## config.mk

```make
export PLATFORM = sky130hd
export DESIGN_NAME = boxds_vlane
export DESIGN_NICKNAME = d
export VERILOG_FILES = /design/src/sv/boxds_pkg.sv /design/src/sv/boxds_vlane.sv
export SDC_FILE = /design/constraint.sdc
export NUM_CORES = 1
export LEC_CHECK = 0
export BUFFER_PORTS_ARGS = -buffer_cell sky130_fd_sc_hd__buf_2
export CORE_ASPECT_RATIO = 0.8
export CORE_MARGIN = 3
export CORE_UTILIZATION = 40
export DETAILED_ROUTE_END_ITERATION = 12
export PLACE_DENSITY = 0.7
export SYNTH_ARGS = -nofsm -noshare
export SYNTH_HDL_FRONTEND = slang
export SYNTH_SLANG_ARGS = --single-unit
```

## constraint.sdc

```tcl
create_clock -name vclk -period 3.2
set_input_delay 0.32 -clock vclk [all_inputs]
set_output_delay 0.32 -clock vclk [all_outputs]
set_load 0.02 [all_outputs]
```

## src/sv/boxds_pkg.sv

```systemverilog
// Shared types, register codes and byte helpers for the box-average downscaler.
package boxds_pkg;

	localparam int PIX_W      = 8;
	localparam int LANES      = 8;
	localparam int WORD_W     = PIX_W * LANES;
	localparam int CFG_IDX_W  = 2;
	localparam int CFG_DATA_W = 11;
	localparam int MODE_W     = 3;
	localparam int DIM_W      = 11;
	localparam int ROW_W      = 10;
	localparam int HOLD_N     = 3;
	localparam logic [DIM_W-1:0] ROWS_MAX = 11'd1024;

	typedef enum logic [CFG_IDX_W-1:0] {
		REG_SCALE_MODE   = 2'd0,
		REG_IMAGE_WIDTH  = 2'd1,
		REG_IMAGE_HEIGHT = 2'd2
	} reg_idx_t;

	typedef enum logic [MODE_W-1:0] {
		MODE_H2   = 3'd0,
		MODE_V2   = 3'd1,
		MODE_HV2  = 3'd2,
		MODE_H4V2 = 3'd3,
		MODE_H4V4 = 3'd4
	} mode_t;

	typedef enum logic [1:0] {
		VF_1 = 2'd0,
		VF_2 = 2'd1,
		VF_4 = 2'd2
	} vfact_t;

	typedef enum logic [1:0] {
		HF_1 = 2'd0,
		HF_2 = 2'd1,
		HF_4 = 2'd2
	} hfact_t;

	typedef struct packed {
		vfact_t vf;
		hfact_t hf;
	} factors_t;

	// Control that every vertical lane sees for the word in flight.
	typedef struct packed {
		vfact_t     vf;
		logic [1:0] phase;
	} vctl_t;

	// Codes above the last mode fall back to halving both ways.
	function automatic factors_t decode_mode(input logic [MODE_W-1:0] m);
		factors_t f;
		case (m)
			MODE_H2: begin
				f.vf = VF_1;
				f.hf = HF_2;
			end
			MODE_V2: begin
				f.vf = VF_2;
				f.hf = HF_1;
			end
			MODE_H4V2: begin
				f.vf = VF_2;
				f.hf = HF_4;
			end
			MODE_H4V4: begin
				f.vf = VF_4;
				f.hf = HF_4;
			end
			default: begin
				f.vf = VF_2;
				f.hf = HF_2;
			end
		endcase
		return f;
	endfunction

	// Rounding average of two pixels.
	function automatic logic [PIX_W-1:0] avg_pix(input logic [PIX_W-1:0] a,
			input logic [PIX_W-1:0] b);
		logic [PIX_W:0] s;
		s = {1'b0, a} + {1'b0, b} + {{PIX_W{1'b0}}, 1'b1};
		return s[PIX_W:1];
	endfunction

endpackage

```

## src/sv/boxds_vlane.sv

```systemverilog
// One byte lane of the vertical reduction: pass-through, row-pair and row-quad averaging.
module boxds_vlane (
	input  boxds_pkg::vctl_t ctl,
	input  logic [7:0]       px,
	input  logic [7:0]       first,
	input  logic [7:0]       second,
	output logic [7:0]       v,
	output logic [7:0]       first_wr
);
	import boxds_pkg::*;

	logic [7:0] avg_fp;
	logic [7:0] avg_sp;

	assign avg_fp = avg_pix(first, px);
	assign avg_sp = avg_pix(second, px);

	// First row of a group is stored raw; the second row folds into it.
	assign first_wr = (ctl.phase == 2'd0) ? px : avg_fp;

	always_comb begin
		case (ctl.vf)
			VF_1:    v = px;
			VF_2:    v = avg_fp;
			VF_4:    v = avg_pix(first, avg_sp);
			default: v = avg_fp;
		endcase
	end

endmodule

```

==> impl_metrics.yaml, run 1 <==
timing:
  rsz0062_at_grt: "true"
  hold_violations: 0
  tns_ns: -0.156
  max_slew_margin: 0.418
  drv_slew: 0
  layout_min_cycle_time_ns: 3.28
  min_period_over_period: 1.03
  fin_ws_ns: -0.0839
  timing.fmax_mhz: 305
  timing.final.setup_violations: 3
  worst_pin_slew_ns: 0.870
synth:
  synth_top_area_cell: "ha_1"
  ys_warn_count: 0
  synthTopCellsByCount: "21 x ha_1, 19 x a21oi_1, 15 x nand2_1"
  syn_area_sq_um: 1130
  synth_area_leaders: "ha_1 23%, a21oi_1 8.4%, o21ai_0 5.7%, xnor2_1 5.4%, fa_1 5.3%"
  yosysMostFrequentCell: "ha_1"
  syn-num-nets: 212
  synth.distinct_cells: 36
  synth_top_area_share: 0.232
  syn_avg_cell_area_sq_um: 7.08
  syn_inst: 160
  ys_seq_area_frac: 0
placement:
  port_buffers: 44
  dp_hpwl_um: 2980
  placed_area_sq_um: 1490
  place.gp.congestion: 0.887
pwr:
  power.density_nw_per_um2: 313
  vdd_drop_max_uv: 122
  switchingPower_uw: 271
  seq_power_share: 0
  p_comb_frac: 1.000
  p_leak_uw: 0.000773
  clockPowerShare: 0
  swShare: 0.548
  p_int_uw: 224
floorplan:
  io_pins: 44
  die_h_um: 53.6
  initial_core_util: 0.442
  placementRows: 16
  die_w_um: 65.5
  die_area_sq_um: 3510
  core_region_area_sq_um: 2560
detailed_routing:
  vias_per_cell: 5.52
  wl_met2_um: 1870
  wl_met3_um: 144
  vias: 1379
  drc: 0
  ant_nets: 0
  drt-met1-wl_um: 1610
  dr.pass1.iters: 4
  drt_wl_total_um: 3640
  wire_per_inst_um: 14.6
  drtIter0Drc: 78
  top_layer_used: "met4"
finish:
  regArea_sq_um: 0
  final_nets: 268
  clkbuf_count: 0
  final_area_sq_um: 1580
  syn2layout_area_growth_pct: 39.3
  diodes: 0
  drive_gt1_frac: 0.360
  seq_cells: 0
setup_path:
  cp_cell_sequence: "buf_6, or2_4, fa_2, a21o_1, a21oi_2, o21bai_1, a21oi_2, xnor2_1, ha_1, buf_6, o21a_1, nor2_1, o31ai_1, a22oi_1, buf_4"
  crit_required_ns: 2.88
  crit_arrival_ns: 2.96
  start_kind: "input port"
  endpoint_kind: "output port"
  cpPeakStageDelay_ns: 0.34
  cp_slowest_cell: "fa_2"
  cp_max_fo: 4
  cp-startpoint: "second[0]"
  critPathKind: "input port to output port"
global_route:
  antenna_found_initial: 0
  grt_overflow: 0
  grt_use_total: 0.197
  grt_max_degree: 18
  grt_pass1_wl_um: 5510
  grt_pass1_vias: 1273
cts:
  cts_hold_buf: 0
hold_path:
  hold_path_class: "input port to output port"
  hp-start: "px[7]"
run:
  drv_cap: 0
outcome:
  status: "finished with violations"
  violations: "setup timing"
==> power by group through the flow <==
stage / sequential (uW) / combinational (uW) / clock (uW)
finish: 0 / 495 / 0
global route: 0 / 539 / 0
CTS: 0 / 460 / 0
detailed placement: 0 / 444 / 0
global placement: 0 / 429 / 0
floorplan: 0 / 301 / 0
==> per-layer routing <==
metal  up-vias  global-route usage
li1        707                   -
met1       634               0.259
met2        36               0.385
met3         2                   0
met4         0              0.0103
met5         -                   0
==> metrics by stage <==
step           worst slack, ns  utilization  power [uW]  hold slack, ns  instances
4_1_cts                -0.0276        0.595         460            1.04        249
6_report               -0.0839        0.616         495            1.04        250
2_1_floorplan           0.0511            -         301           0.825        160
5_1_grt                 -0.263        0.616         539            1.09        250
3_5_place_dp            -0.228        0.580         444            1.04        248
3_3_place_gp            -0.151        0.580         429            1.03        248
==> cell type report <==
| cell class | instances | area [sq um] |
|---|---|---|
| inverters | 10 | 37.5 |
| multi-input cells | 146 | 1140 |
| fillers | 243 | 983 |
| repair buffers | 58 | 352 |
| well taps | 36 | 45.0 |
==> what timing repair did <==
action	in CTS	in global routing
gates resized for setup	10	12
pin swaps	9	12
setup buffers	2	1
setup endpoints to repair	5	5
==> worst paths after layout <==
check	slack (ns)	cells past startpoint	endpoint
hold / removal	1.04	3	first_wr[7]
setup / recovery	-0.08	15	v[5]
==> placed cells by master, fill, tap and decap left out, types with 4 or more instances in the layout <==
cell      Yosys  final
buf_2         0     38
ha_1         21     21
buf_4         0     17
a21oi_1      19     14
nand2_1      15     14
o21ai_0      13     12
nor2_1       12     12
inv_1        10     10
xnor2_1       7      7
a21oi_2       1      6
xor2_1        5      5
a211oi_1      6      5
nand3_1       4      4
a21o_1        4      4
==> kinds of logic after synthesis <==
kind of cell / count (synthesis) / synth area share
fa+ha+maj: 24 / 0.285
buf+inv: 14 / 0.0464
compound gates: 64 / 0.366
xor+xnor: 12 / 0.0927
simple gates: 42 / 0.173
mux: 4 / 0.0364
==> critical path: cells and delay by family <==
kind            cells  cell delay (ns)
compound gates      7             1.05
xor+xnor            1             0.15
fa+ha+maj           2             0.65
buf+inv             3             0.41
simple gates        2             0.39
Note: power is estimated with default switching activity, not from simulation.
==> run 2, diff against run 1 <==
--- a/config.mk
+++ b/config.mk
@@ -10,7 +10,7 @@
 export CORE_MARGIN = 3
 export CORE_UTILIZATION = 40
 export DETAILED_ROUTE_END_ITERATION = 12
-export PLACE_DENSITY = 0.7
+export PLACE_DENSITY = 0.79
 export SYNTH_ARGS = -nofsm -noshare
 export SYNTH_HDL_FRONTEND = slang
 export SYNTH_SLANG_ARGS = --single-unit
==> run 2 against run 1 <==
The flow now finishes without violations. Critical path depth fell by 1. First-iteration DRC count down 10%. Fmax rose by 3.1%. Non-clock buffer count is 5 higher. Power fell by 0.16%. Global-route usage down 1.6 points. Sequential share of layout area stayed put. Via count shrank 0.51%. Critical path type unchanged. Highest routed layer unchanged.
==> impl_metrics.yaml, run 2 (synthesis gave the netlist of run 1 again) <==
finish:
  drive_gt1_frac: 0.379
  stdcell_count: 255
  fillerInstances: 246
  seq_cells: 0
  clkbuf_count: 0
  final_common_cell: "buf_2"
  final_nets: 273
  diodes: 0
  regArea_sq_um: 0
  multi_input_area_sq_um: 1150
  mostFrequentLayoutCells: "39 x buf_2, 22 x buf_4, 20 x ha_1"
  final_area_sq_um: 1620
  syn2layout_area_growth_pct: 42.9
timing:
  timing.fmax_mhz: 314
  worst_pin_slew_ns: 0.863
  max_slew_margin: 0.422
  rsz0062_at_grt: "true"
  timing.final.setup_violations: 0
  fin_ws_ns: 0.0144
  drv_slew: 0
  tns_ns: 0
  hold_ws_ns: 1.02
  hold_violations: 0
  min_period_over_period: 0.996
  layout_min_cycle_time_ns: 3.19
detailed_routing:
  ant_nets: 0
  wire_per_inst_um: 12.2
  vias: 1372
  drtIter0Drc: 70
  drc: 0
  dr.pass1.iters: 4
  drt_wl_total_um: 3120
  vias_per_cell: 5.38
floorplan:
  core_region_area_sq_um: 2560
  io_pins: 44
  initial_core_util: 0.442
  die_h_um: 53.6
  placementRows: 16
  die_w_um: 65.5
  die_area_sq_um: 3510
placement:
  dp_hpwl_um: 2660
  placed_area_sq_um: 1510
  place.gp.congestion: 0.876
  dp.cells: 251
  port_buffers: 44
  dp_slack_ns: -0.204
setup_path:
  endpoint_kind: "output port"
  crit_arrival_ns: 2.87
  crit_required_ns: 2.88
  critPathKind: "input port to output port"
  cp_slowest_cell: "fa_2"
  cp_max_fo: 3
  start_kind: "input port"
  cpPeakStageDelay_ns: 0.34
  cp_cell_sequence: "buf_6, or2_4, fa_2, a21o_1, a21oi_2, buf_4, xnor2_2, ha_4, nand2_1, a21oi_2, o211ai_1, and4b_1, a2111oi_4, buf_4"
pwr:
  switchingPower_uw: 260
  power.density_nw_per_um2: 305
  clockPowerShare: 0
  vdd_drop_max_uv: 129
  p_comb_frac: 1.000
  swShare: 0.527
  p_int_uw: 233
  p_leak_uw: 0.000798
  seq_power_share: 0
hold_path:
  hold_path_class: "input port to output port"
global_route:
  grt_pass1_vias: 1198
  grt_use_total: 0.181
  grt_pass1_wl_um: 5130
  grt_max_degree: 18
  antenna_found_initial: 0
  grt_overflow: 0
run:
  drv_cap: 0
outcome:
  status: "finished, final reports clean"
cts:
  cts_hold_buf: 0
-- run 2: path summary, 6_finish.rpt --
path / from / slack [ns] / to / cells after the start
hold / removal: px[7] / 1.02 / first_wr[7] / 3
setup / recovery: second[0] / 0.01 / v[6] / 14
-- run 2: power groups by stage --
stage                     Combinational (uW)  Sequential, uW  Clock (uW)
after floorplan                          301               0           0
after global placement                   437               0           0
after detailed placement                 444               0           0
after CTS                                464               0           0
after global routing                     550               0           0
final                                    494               0           0
-- run 2: metrics by stage --
| step | utilization | power, uW |
|---|---|---|
| 6_report | 0.632 | 494 |
| 5_1_grt | 0.632 | 550 |
| 4_1_cts | 0.605 | 464 |
| 3_5_place_dp | 0.589 | 444 |
| 3_3_place_gp | 0.589 | 437 |
| 2_1_floorplan | - | 301 |
-- run 2: layout make-up --
cell class	count	share of cell area
multi-input combinational	146	0.713
timing repair buffer	63	0.236
tap	36	0.0278
inverter	10	0.0232
-- run 2: metal layers --
| metal | wire, um | vias to the layer above | track usage |
|---|---|---|---|
| met5 | 0 | - | 0 |
| met3 | 158 | 4 | 0.00626 |
| met2 | 1410 | 38 | 0.313 |
| li1 | - | 712 | - |
| met1 | 1520 | 618 | 0.266 |
| met4 | 22 | 0 | 0.00690 |
-- run 2: critical path: cells and delay by family --
family,cells,cell delay (ns)
compound gates,5,0.91
xor+xnor,1,0.07
simple gates,3,0.53
buf+inv,3,0.41
fa+ha+maj,2,0.62
-- run 2: repair_timing --
action | CTS | global route
gates resized for setup | 8 | 14
setup endpoints to repair | 5 | 6
cloned | 0 | 0
buffers inserted | 3 | 1
pin swaps | 10 | 12
