<file path="src/sv/boxds_pkg.sv">
// Shared types, register codes and byte helpers for the box-average downscaler.
package boxds_pkg;

	localparam int PIX_W      = 8;
	localparam int LANES      = 8;
	localparam int WORD_W     = PIX_W * LANES;
	localparam int CFG_IDX_W  = 2;
	localparam int CFG_DATA_W = 11;
	localparam int MODE_W     = 3;
	localparam int DIM_W      = 11;
	localparam int ROW_W      = 10;
	localparam int HOLD_N     = 3;
	localparam logic [DIM_W-1:0] ROWS_MAX = 11'd1024;

	typedef enum logic [CFG_IDX_W-1:0] {
		REG_SCALE_MODE   = 2'd0,
		REG_IMAGE_WIDTH  = 2'd1,
		REG_IMAGE_HEIGHT = 2'd2
	} reg_idx_t;

	typedef enum logic [MODE_W-1:0] {
		MODE_H2   = 3'd0,
		MODE_V2   = 3'd1,
		MODE_HV2  = 3'd2,
		MODE_H4V2 = 3'd3,
		MODE_H4V4 = 3'd4
	} mode_t;

	typedef enum logic [1:0] {
		VF_1 = 2'd0,
		VF_2 = 2'd1,
		VF_4 = 2'd2
	} vfact_t;

	typedef enum logic [1:0] {
		HF_1 = 2'd0,
		HF_2 = 2'd1,
		HF_4 = 2'd2
	} hfact_t;

	typedef struct packed {
		vfact_t vf;
		hfact_t hf;
	} factors_t;

	// Control that every vertical lane sees for the word in flight.
	typedef struct packed {
		vfact_t     vf;
		logic [1:0] phase;
	} vctl_t;

	// Codes above the last mode fall back to halving both ways.
	function automatic factors_t decode_mode(input logic [MODE_W-1:0] m);
		factors_t f;
		case (m)
			MODE_H2: begin
				f.vf = VF_1;
				f.hf = HF_2;
			end
			MODE_V2: begin
				f.vf = VF_2;
				f.hf = HF_1;
			end
			MODE_H4V2: begin
				f.vf = VF_2;
				f.hf = HF_4;
			end
			MODE_H4V4: begin
				f.vf = VF_4;
				f.hf = HF_4;
			end
			default: begin
				f.vf = VF_2;
				f.hf = HF_2;
			end
		endcase
		return f;
	endfunction

	// Rounding average of two pixels.
	function automatic logic [PIX_W-1:0] avg_pix(input logic [PIX_W-1:0] a,
			input logic [PIX_W-1:0] b);
		logic [PIX_W:0] s;
		s = {1'b0, a} + {1'b0, b} + {{PIX_W{1'b0}}, 1'b1};
		return s[PIX_W:1];
	endfunction

endpackage

</file>
<file path="src/sv/boxds_hmerge.sv">
// Merges vertically reduced words into one output word by 2:1 or 4:1 box sums, or passes one word through.
module boxds_hmerge (
	input  boxds_pkg::hfact_t hf,
	input  logic [63:0]       hold0,
	input  logic [63:0]       hold1,
	input  logic [63:0]       hold2,
	input  logic [63:0]       v,
	output logic [63:0]       result
);
	import boxds_pkg::*;

	logic [63:0] grp [4];
	logic [63:0] res_h2;
	logic [63:0] res_h4;

	always_comb begin
		grp[0] = hold0;
		grp[1] = (hf == HF_2) ? v : hold1;
		grp[2] = hold2;
		grp[3] = v;
	end

	for (genvar m = 0; m < LANES; m++) begin : g_out
		localparam int W2 = m / 4;
		localparam int B2 = (2 * m) % 8;
		localparam int W4 = m / 2;
		localparam int B4 = (4 * m) % 8;
		logic [8:0] sum2;
		logic [9:0] sum4;

		assign sum2 = {1'b0, grp[W2][8*B2 +: 8]} + {1'b0, grp[W2][8*(B2+1) +: 8]};
		assign sum4 = {2'b00, grp[W4][8*B4 +: 8]} + {2'b00, grp[W4][8*(B4+1) +: 8]}
			+ {2'b00, grp[W4][8*(B4+2) +: 8]} + {2'b00, grp[W4][8*(B4+3) +: 8]};

		// The truncating shift already bounds each sum to one byte.
		assign res_h2[8*m +: 8] = sum2[8:1];
		assign res_h4[8*m +: 8] = sum4[9:2];
	end

	always_comb begin
		case (hf)
			HF_1:    result = v;
			HF_2:    result = res_h2;
			HF_4:    result = res_h4;
			default: result = res_h2;
		endcase
	end

endmodule

</file>
<file path="config.mk">
export PLATFORM = sky130hd
export DESIGN_NAME = boxds_hmerge
export DESIGN_NICKNAME = d
export VERILOG_FILES = /design/src/sv/boxds_pkg.sv /design/src/sv/boxds_hmerge.sv
export SDC_FILE = /design/constraint.sdc
export NUM_CORES = 1
export LEC_CHECK = 0
export BUFFER_PORTS_ARGS = -buffer_cell sky130_fd_sc_hd__buf_2
export CAP_MARGIN = 20
export CORE_MARGIN = 2
export CORE_UTILIZATION = 59
export DETAILED_ROUTE_END_ITERATION = 8
export PLACE_DENSITY = 0.91
export RECOVER_POWER = 50
export SLEW_MARGIN = 20
export SYNTH_ARGS = -nofsm -noshare
export SYNTH_HDL_FRONTEND = slang
export SYNTH_SLANG_ARGS = --single-unit
</file>
<file path="constraint.sdc">
create_clock -name vclk -period 8.52
set_clock_uncertainty 0.05 [all_clocks]
set_input_delay 0.852 -clock vclk [all_inputs]
set_output_delay 0.852 -clock vclk [all_outputs]
set_load 0.02 [all_outputs]
</file>
==> results.sh, run 1 <==
export IMPL_place_gp_congestion=0.990
export IMPL_failed_checks="max-capacitance violations, max-slew violations"
export IMPL_maxSlewHeadroom=-1.05
export IMPL_yosysTopAreaCellShare=0.268
export IMPL_hold_viol_final=0
export IMPL_io_buffers=322
export IMPL_grt_pass1_vias=10579
export IMPL_placed_cells=1886
export IMPL_layoutNonFillerInstCount=1889
export IMPL_core_area_mm2=0.0167
export IMPL_viasPerCell=5.60
export IMPL_rows=47
export IMPL_placed_cell_area_mm2=0.0119
export IMPL_hold_buffers=0
export IMPL_internal_power_w=0.000693
export IMPL_clockPowerShare=0
export IMPL_hpwlAfterDp_mm=28.7
export IMPL_finalSetupViolCount=0
export IMPL_n_sequential_cell=0
export IMPL_drcViolationCount=0
export IMPL_worst_slack_ns=1.09
export IMPL_layout_commonest_cell="inv_1"
export IMPL_critical_path_top_delay_family="buffers and inverters"
export IMPL_final_area_mm2=0.0119
export IMPL_max_clock_freq_mhz=135
export IMPL_nets=2178
export IMPL_drt_iter0_drc=640
export IMPL_cp_common_cell="clkbuf_1"
export IMPL_end_kind="output pin"
export IMPL_fillers=1451
export IMPL_leakage_nw=6.74
export IMPL_crit_buf_inv=3
export IMPL_hold_class="primary input to output pin"
export IMPL_antenna_found_initial=3
export IMPL_crit_fanout=49
export IMPL_area_delta_synth_final_pct=17.0
export IMPL_comb_power_share=1.000
export IMPL_synth_avg_cell_area_um2=7.38
export IMPL_grt_max_degree=82
export IMPL_netSwitchingFraction=0.589
export IMPL_cts_setup_buffers=0
export IMPL_syn_cell_area_mm2=0.0102
export IMPL_power_switching_w=0.000994
export IMPL_drtPass1Iterations=7
export IMPL_start_util=0.609
export IMPL_outcome="finished with violations"
export IMPL_max_stage_delay_ns=2.24
export IMPL_rsz0062_at_grt="false"
export IMPL_syn_num_nets=1888
export IMPL_synthTopCellsByArea="fa_1 27%, ha_1 14%, inv_1 13%"
export IMPL_dieArea_mm2=0.0183
export IMPL_worst_ir_drop_vdd_mv=0.0837
export IMPL_cp_arrival_ns=6.53
export IMPL_grt_usage=0.350
export IMPL_grt_overflow_total=0
export IMPL_fin_crit_sh=0.873
export IMPL_avgRoutedWirePerCell_um=17.2
export IMPL_dp_slack_ns=1.89
export IMPL_crit_slowest_cell="clkbuf_1"
export IMPL_grt_pass1_wl_mm=50.9
export IMPL_path_cells="clkbuf_1, clkbuf_1, nor2b_1, o21ai_0, o221a_2, buf_2"
export IMPL_tns_ns=0
export IMPL_die_h_um=135
export IMPL_ctsResizeCount=0
export IMPL_multi_input_area_mm2=0.00869
export IMPL_cap_violations=2
export IMPL_critPathLaunchType="primary input"
export IMPL_ys_warn_count=0
export IMPL_ant_nets=0
export IMPL_num_vias=10580
export IMPL_io_pins=322
export IMPL_regArea_um2=0
export IMPL_routed_wirelength_mm=32.5
export IMPL_worst_slew_pin_transition_ns=3.07
export IMPL_seqPwrFrac=0
export IMPL_drive_gt1_frac=0.188
export IMPL_report_final_slew_viol_count=72
export IMPL_period_needed_ns=7.43
export IMPL_power_density_mw_per_mm2=142
export IMPL_yosysSeqAreaShare=0
export IMPL_synthCells=1378
export IMPL_synth_top_cell_by_area="fa_1"
export IMPL_dieWidth_um=135
export IMPL_cp_data_required_time_ns=7.62
export IMPL_layout_common_cells="350 x inv_1, 294 x buf_2, 136 x fa_1, 121 x nand2_1, 116 x ha_1"
export IMPL_critical_path_class="primary input to output pin"
export IMPL_synth_distinct_cells=63
export IMPL_whs_ns=2.07
export IMPL_n_clock_buffer=0
logic make-up (layout without fill, tap and decap cells):
kind of cell	Yosys count	after routing	share of synthesized area
and+or+nand+nor	294	294	0.135
xor gates and xnor gates	74	74	0.0638
AOI/OAI and AO/OA	322	322	0.198
muxes	47	47	0.0470
other	0	3	0
buffers and inverters	389	677	0.145
adders and majority gates	252	252	0.411
Yosys cell counts (all sizes together) (3+ instances only):
cell and count:
fa 136, a211o 4, nand2b 18, o21bai 10, a21o 19, nor2b 17
nand4b 4, nor2 65, a22oi 3, nand3b 5, xor2 30, xnor2 44
mux2i 41, or3 4, nand3 12, nor4 8, mux2 6, nand4 3
a21boi 6, ha 116, buf 13, o31ai 6, o21ai 107, o211ai 8
clkbuf 25, nand2 121, a21oi 75, inv 351, o221ai 6, o21a 36
a211oi 21, nor3 23
through the flow:
stage	util	power [W]
final	0.712	0.00169
after detailed placement	0.714	0.00167
after floorplan	-	0.00120
after global placement	0.714	0.00162
after global routing	0.712	0.00187
after CTS	0.714	0.00168
final cells by class:
cell class                 count  share of cell area
timing repair buffer         326               0.135
antenna                        3            0.000631
multi-input combinational    989               0.731
inverter                     351               0.111
tap                          220              0.0231
tightest hold or removal path, stage by stage:
cell and delay [ns]:
buf_2 0.10, nand2_1 0.05, o221ai_1 0.09, buf_2 0.18
power groups by stage:
| stage | Sequential [W] | Clock (W) | Combinational [W] |
|---|---|---|---|
| after floorplan | 0 | 0 | 0.00120 |
| after global placement | 0 | 0 | 0.00162 |
| after detailed placement | 0 | 0 | 0.00167 |
| after CTS | 0 | 0 | 0.00168 |
| after global routing | 0 | 0.0000000000157 | 0.00187 |
| final | 0 | 0.000000000107 | 0.00169 |
layer usage:
layer  GRT usage  wire length [um]  vias up
met4       0.163              1790        0
met3      0.0352              2590       97
met5           0                 0        -
met1       0.441             12800     4959
met2       0.605             15400      510
li1            -                 -     5014
worst paths after layout:
| kind | slack, ns | depth (start not counted) | endpoint | startpoint |
|---|---|---|---|---|
| max | 1.09 | 6 | result[46] | hf[1] |
| min | 2.07 | 4 | result[20] | v[20] |
Note: power is estimated with default switching activity, not from simulation.
==> run 2: changes to the inputs <==
--- a/config.mk
+++ b/config.mk
@@ -11,7 +11,6 @@
 export CORE_UTILIZATION = 59
 export DETAILED_ROUTE_END_ITERATION = 8
 export PLACE_DENSITY = 0.91
-export RECOVER_POWER = 50
 export SLEW_MARGIN = 20
 export SYNTH_ARGS = -nofsm -noshare
 export SYNTH_HDL_FRONTEND = slang
==> run 2 against run 1 <==
  * Cell count unchanged
  * Via count decreased by 0.14%
  * Flip-flop and latch count unchanged
  * Sequential share of layout area unchanged
  * Core utilization increased by 0.25 points
  * Largest cell class unchanged
  * Non-clock buffer count unchanged
  * Setup slack improved by 0.64 ns
  * Critical path depth increased by 11
  * Power increased by 0.45%
  * The flow now finishes without violations
==> results.sh, run 2 (synthesis gave the netlist of run 1 again) <==
export IMPL_outcome="completed"
export IMPL_core_area_mm2=0.0167
export IMPL_crit_fanout=81
export IMPL_grt_overflow_total=0
export IMPL_internal_power_w=0.000701
export IMPL_hpwlAfterDp_mm=28.7
export IMPL_hold_buffers=0
export IMPL_leakage_nw=6.82
export IMPL_power_density_mw_per_mm2=142
export IMPL_dieArea_mm2=0.0183
export IMPL_area_delta_synth_final_pct=17.4
export IMPL_antenna_found_initial=3
export IMPL_regArea_um2=0
export IMPL_cp_common_cell="o21ai_0"
export IMPL_min_path_cells=4
export IMPL_crit_slowest_cell="buf_4"
export IMPL_ant_nets=0
export IMPL_p_total_w=0.00169
export IMPL_grt_max_degree=82
export IMPL_clockPowerShare=0
export IMPL_dieWidth_um=135
export IMPL_place_gp_congestion=0.990
export IMPL_grt_pass1_vias=10579
export IMPL_netSwitchingFraction=0.586
export IMPL_min_from="v[12]"
export IMPL_path_cells="buf_2, nand2b_4, buf_4, nand2_1, o21ai_0, inv_1, fa_1, fa_1, inv_1, ha_1, nor2b_1, o21ai_0, a21boi_0, o21ai_0, o21ai_0, nor3_1, buf_2"
export IMPL_max_stage_delay_ns=0.70
export IMPL_tns_ns=0
export IMPL_worst_slew_pin_transition_ns=1.09
export IMPL_drt_iter0_drc=724
export IMPL_placed_cells=1886
export IMPL_cp_arrival_ns=5.89
export IMPL_period_needed_ns=6.79
export IMPL_layout_commonest_cell="inv_1"
export IMPL_rows=47
export IMPL_maxSlewHeadroom=0.268
export IMPL_crit_buf_inv=5
export IMPL_routed_wirelength_mm=32.6
export IMPL_num_vias=10565
export IMPL_report_final_slew_viol_count=0
export IMPL_cts_setup_buffers=0
export IMPL_ctsResizeCount=0
export IMPL_drive_gt1_frac=0.206
export IMPL_n_clock_buffer=0
export IMPL_nets=2178
export IMPL_worst_ir_drop_vdd_mv=0.0838
export IMPL_finalSetupViolCount=0
export IMPL_hold_class="primary input to output pin"
export IMPL_critical_path_top_delay_family="buffers and inverters"
export IMPL_max_clock_freq_mhz=147
export IMPL_power_switching_w=0.000993
export IMPL_critPathLaunchType="primary input"
export IMPL_n_sequential_cell=0
export IMPL_critical_path_class="primary input to output pin"
export IMPL_layoutNonFillerInstCount=1889
export IMPL_viasPerCell=5.59
export IMPL_comb_power_share=1.000
export IMPL_hold_end="result[12]"
export IMPL_hold_viol_final=0
export IMPL_start_util=0.609
export IMPL_drtPass1Iterations=6
export IMPL_seqPwrFrac=0
export IMPL_io_buffers=322
export IMPL_cap_violations=0
export IMPL_layout_common_cells="350 x inv_1, 322 x buf_2, 136 x fa_1, 121 x nand2_1, 116 x ha_1"
export IMPL_end_kind="output pin"
export IMPL_cp_data_required_time_ns=7.62
export IMPL_grt_usage=0.350
export IMPL_io_pins=322
export IMPL_die_h_um=135
export IMPL_drcViolationCount=0
export IMPL_fin_crit_sh=0.797
export IMPL_grt_pass1_wl_mm=50.9
export IMPL_rsz0062_at_grt="false"
export IMPL_avgRoutedWirePerCell_um=17.2
-- run 2: how the worst max path moves through the flow --
stage                      from         end  depth (start not counted)
after global routing      hf[1]  result[29]                         17
final                     hf[1]  result[29]                         17
after global placement    hf[1]  result[29]                         17
after CTS                 hf[1]  result[29]                         17
after floorplan           hf[0]  result[29]                         20
after detailed placement  hf[1]  result[29]                         17
-- run 2: metrics by stage --
stage / area [um2] / utilization / hold WS, ns / setup WS, ns
after floorplan: 10200 / - / 1.84 / 2.41
final: 11900 / 0.714 / 2.07 / 1.73
after CTS: 11900 / 0.714 / 2.06 / 1.85
after detailed placement: 11900 / 0.714 / 2.06 / 1.89
after global routing: 11900 / 0.714 / 2.09 / 1.39
after global placement: 11900 / 0.714 / 2.07 / 1.97
-- run 2: routing by layer --
layer | track usage | vias up | share of wire
met2 | 0.605 | 534 | 0.47
met5 | 0 | - | 0
li1 | - | 5016 | -
met3 | 0.0352 | 93 | 0.082
met1 | 0.441 | 4922 | 0.39
met4 | 0.163 | 0 | 0.055
-- run 2: area by class of cell --
type                       count  area [um2]
antenna                        3        7.51
timing repair buffer         326        1640
multi-input combinational    989        8690
inverter                     351        1320
tap                          220         275
fill                        1434        4770
-- run 2: power groups by stage --
stage | Sequential [W] | Combinational [W] | Clock [W]
after global routing | 0 | 0.00187 | 0.0000000000157
after detailed placement | 0 | 0.00167 | 0
after global placement | 0 | 0.00162 | 0
after CTS | 0 | 0.00168 | 0
final | 0 | 0.00169 | 0.0000000000168
after floorplan | 0 | 0.00120 | 0
-- run 2: tightest hold or removal path: stages --
cell      delay (ns)
buf_2           0.11
nand2_1         0.05
o221ai_1        0.07
buf_2           0.18
==> run 3: changes to the inputs <==
--- a/config.mk
+++ b/config.mk
@@ -8,9 +8,9 @@
 export BUFFER_PORTS_ARGS = -buffer_cell sky130_fd_sc_hd__buf_2
 export CAP_MARGIN = 20
 export CORE_MARGIN = 2
-export CORE_UTILIZATION = 59
+export CORE_UTILIZATION = 55
 export DETAILED_ROUTE_END_ITERATION = 8
-export PLACE_DENSITY = 0.91
+export PLACE_DENSITY = 0.85
 export SLEW_MARGIN = 20
 export SYNTH_ARGS = -nofsm -noshare
 export SYNTH_HDL_FRONTEND = slang
==> constraint.sdc (replaced) <==
create_clock -name vclk -period 6.4
set_clock_uncertainty 0.05 [all_clocks]
set_input_delay 0.64 -clock vclk [all_inputs]
set_output_delay 0.64 -clock vclk [all_outputs]
set_load 0.02 [all_outputs]
==> run 3 against run 2 <==
  * Hold slack got worse by 0.44 ns
  * Highest routed layer is now met5
  * Routed wire length fell by 0.40%
  * Die area rose by 7.1%
  * Global-route usage fell by 2.6 points
  * Power rose by 33%
  * Critical endpoint unchanged
  * Largest cell class unchanged
  * Cell count rose by 0.69%
==> results.sh, run 3 (synthesis gave the netlist of run 1 again) <==
export IMPL_ctsResizeCount=0
export IMPL_crit_slowest_cell="fa_1"
export IMPL_min_path_cells=4
export IMPL_max_stage_delay_ns=0.56
export IMPL_leakage_nw=6.84
export IMPL_final_area_mm2=0.0120
export IMPL_placed_cell_area_mm2=0.0120
export IMPL_tns_ns=0
export IMPL_hold_class="primary input to output pin"
export IMPL_report_final_slew_viol_count=0
export IMPL_nets=2183
export IMPL_critical_path_class="primary input to output pin"
export IMPL_rows=49
export IMPL_hpwlAfterDp_mm=28.9
export IMPL_crit_fanout=28
export IMPL_grt_overflow_total=0
export IMPL_crit_start="hf[1]"
export IMPL_drt_iter0_drc=587
export IMPL_routed_wirelength_mm=32.4
export IMPL_dieWidth_um=140
export IMPL_fin_crit_sh=0.891
export IMPL_cp_arrival_ns=5.01
export IMPL_end_kind="output pin"
export IMPL_num_vias=10353
export IMPL_rsz0062_at_grt="false"
export IMPL_grt_usage=0.324
export IMPL_place_gp_congestion=0.970
export IMPL_maxSlewHeadroom=0.276
export IMPL_cp_data_required_time_ns=5.71
export IMPL_grt_max_degree=58
export IMPL_layout_commonest_cell="inv_1"
export IMPL_worst_slew_pin_transition_ns=1.08
export IMPL_ant_nets=0
export IMPL_dieArea_mm2=0.0196
export IMPL_antenna_found_initial=7
export IMPL_crit_end="result[29]"
export IMPL_outcome="completed"
export IMPL_io_pins=322
export IMPL_grt_pass1_wl_mm=51.1
export IMPL_power_density_mw_per_mm2=188
export IMPL_path_cells="buf_2, nand2b_4, o21ai_0, inv_1, fa_1, inv_1, fa_1, or3b_2, fa_1, nor2b_1, o21ai_0, a21boi_0, o21ai_0, nand2_1, o21ai_0, nor3_1, buf_2"
export IMPL_fillers=1663
export IMPL_avgRoutedWirePerCell_um=17.1
export IMPL_hold_viol_final=0
export IMPL_start_util=0.564
export IMPL_viasPerCell=5.44
export IMPL_drtPass1Iterations=5
export IMPL_regArea_um2=0
export IMPL_grt_pass1_vias=10470
export IMPL_critPathLaunchType="primary input"
export IMPL_max_clock_freq_mhz=175
export IMPL_drive_gt1_frac=0.208
export IMPL_period_needed_ns=5.70
export IMPL_multi_input_area_mm2=0.00869
export IMPL_core_area_mm2=0.0180
export IMPL_die_h_um=140
export IMPL_worst_ir_drop_vdd_mv=0.112
export IMPL_n_clock_buffer=0
export IMPL_cts_setup_buffers=0
export IMPL_io_buffers=322
export IMPL_layout_common_cells="350 x inv_1, 322 x buf_2, 136 x fa_1, 121 x nand2_1, 116 x ha_1"
export IMPL_cp_common_cell="o21ai_0"
export IMPL_area_delta_synth_final_pct=17.8
export IMPL_drcViolationCount=0
export IMPL_finalSetupViolCount=0
export IMPL_n_sequential_cell=0
export IMPL_hold_buffers=0
export IMPL_cap_violations=0
run 3: cell types whose count changed in the layout (fill, tap and decap cells not counted), sizes merged:
| cell | previous run | this run |
|---|---|---|
| buf | 326 | 331 |
| diode | 3 | 2 |
run 3: area by class of cell:
cell class,count,share of cell area
Inverter,351,0.110
Multi-Input combinational cell,989,0.726
Tap cell,229,0.0239
Timing Repair Buffer,331,0.140
Antenna cell,2,0.000418
run 3: worst min path at each step:
| stage | slack (ns) | endpoint | start |
|---|---|---|---|
| 2_1_floorplan | 1.41 | result[62] | v[62] |
| 5_1_grt | 1.64 | result[12] | v[12] |
| 4_1_cts | 1.62 | result[12] | v[12] |
| 3_5_place_dp | 1.62 | result[12] | v[12] |
| 3_3_place_gp | 1.62 | result[12] | v[12] |
| 6_report | 1.63 | result[12] | v[12] |
run 3: routing by layer:
layer	vias up	GRT usage	routed length (um)
met1	4841	0.420	13200
met2	419	0.575	15800
met5	-	0	38
li1	5029	-	-
met3	58	0.0335	2320
met4	6	0.0932	1080
run 3: stage by stage:
stage               setup slack [ns]  cells  hold WS [ns]   util  total power (W)
floorplan                      0.718   1378          1.41      -          0.00160
global placement               0.814   1900          1.62  0.664          0.00217
detailed placement             0.749   1900          1.62  0.664          0.00222
CTS                            0.749   1900          1.62  0.664          0.00223
global route                   0.458   1900          1.64  0.664          0.00250
finish                         0.696   1902          1.63  0.665          0.00225
run 3: critical path, delay by kind of cell:
kind | cells | cell delay (ns)
compound gates | 5 | 1.03
fa+ha+maj | 3 | 1.53
buf+inv | 4 | 0.52
simple gates | 5 | 1.28
run 3: report_power, final:
group          leakage (nW)  switching, W     internal [W]         total, W
Sequential                0             0                0                0
Clock             0.0000127             0  0.0000000000418  0.0000000000418
Combinational          6.84       0.00132         0.000935          0.00225
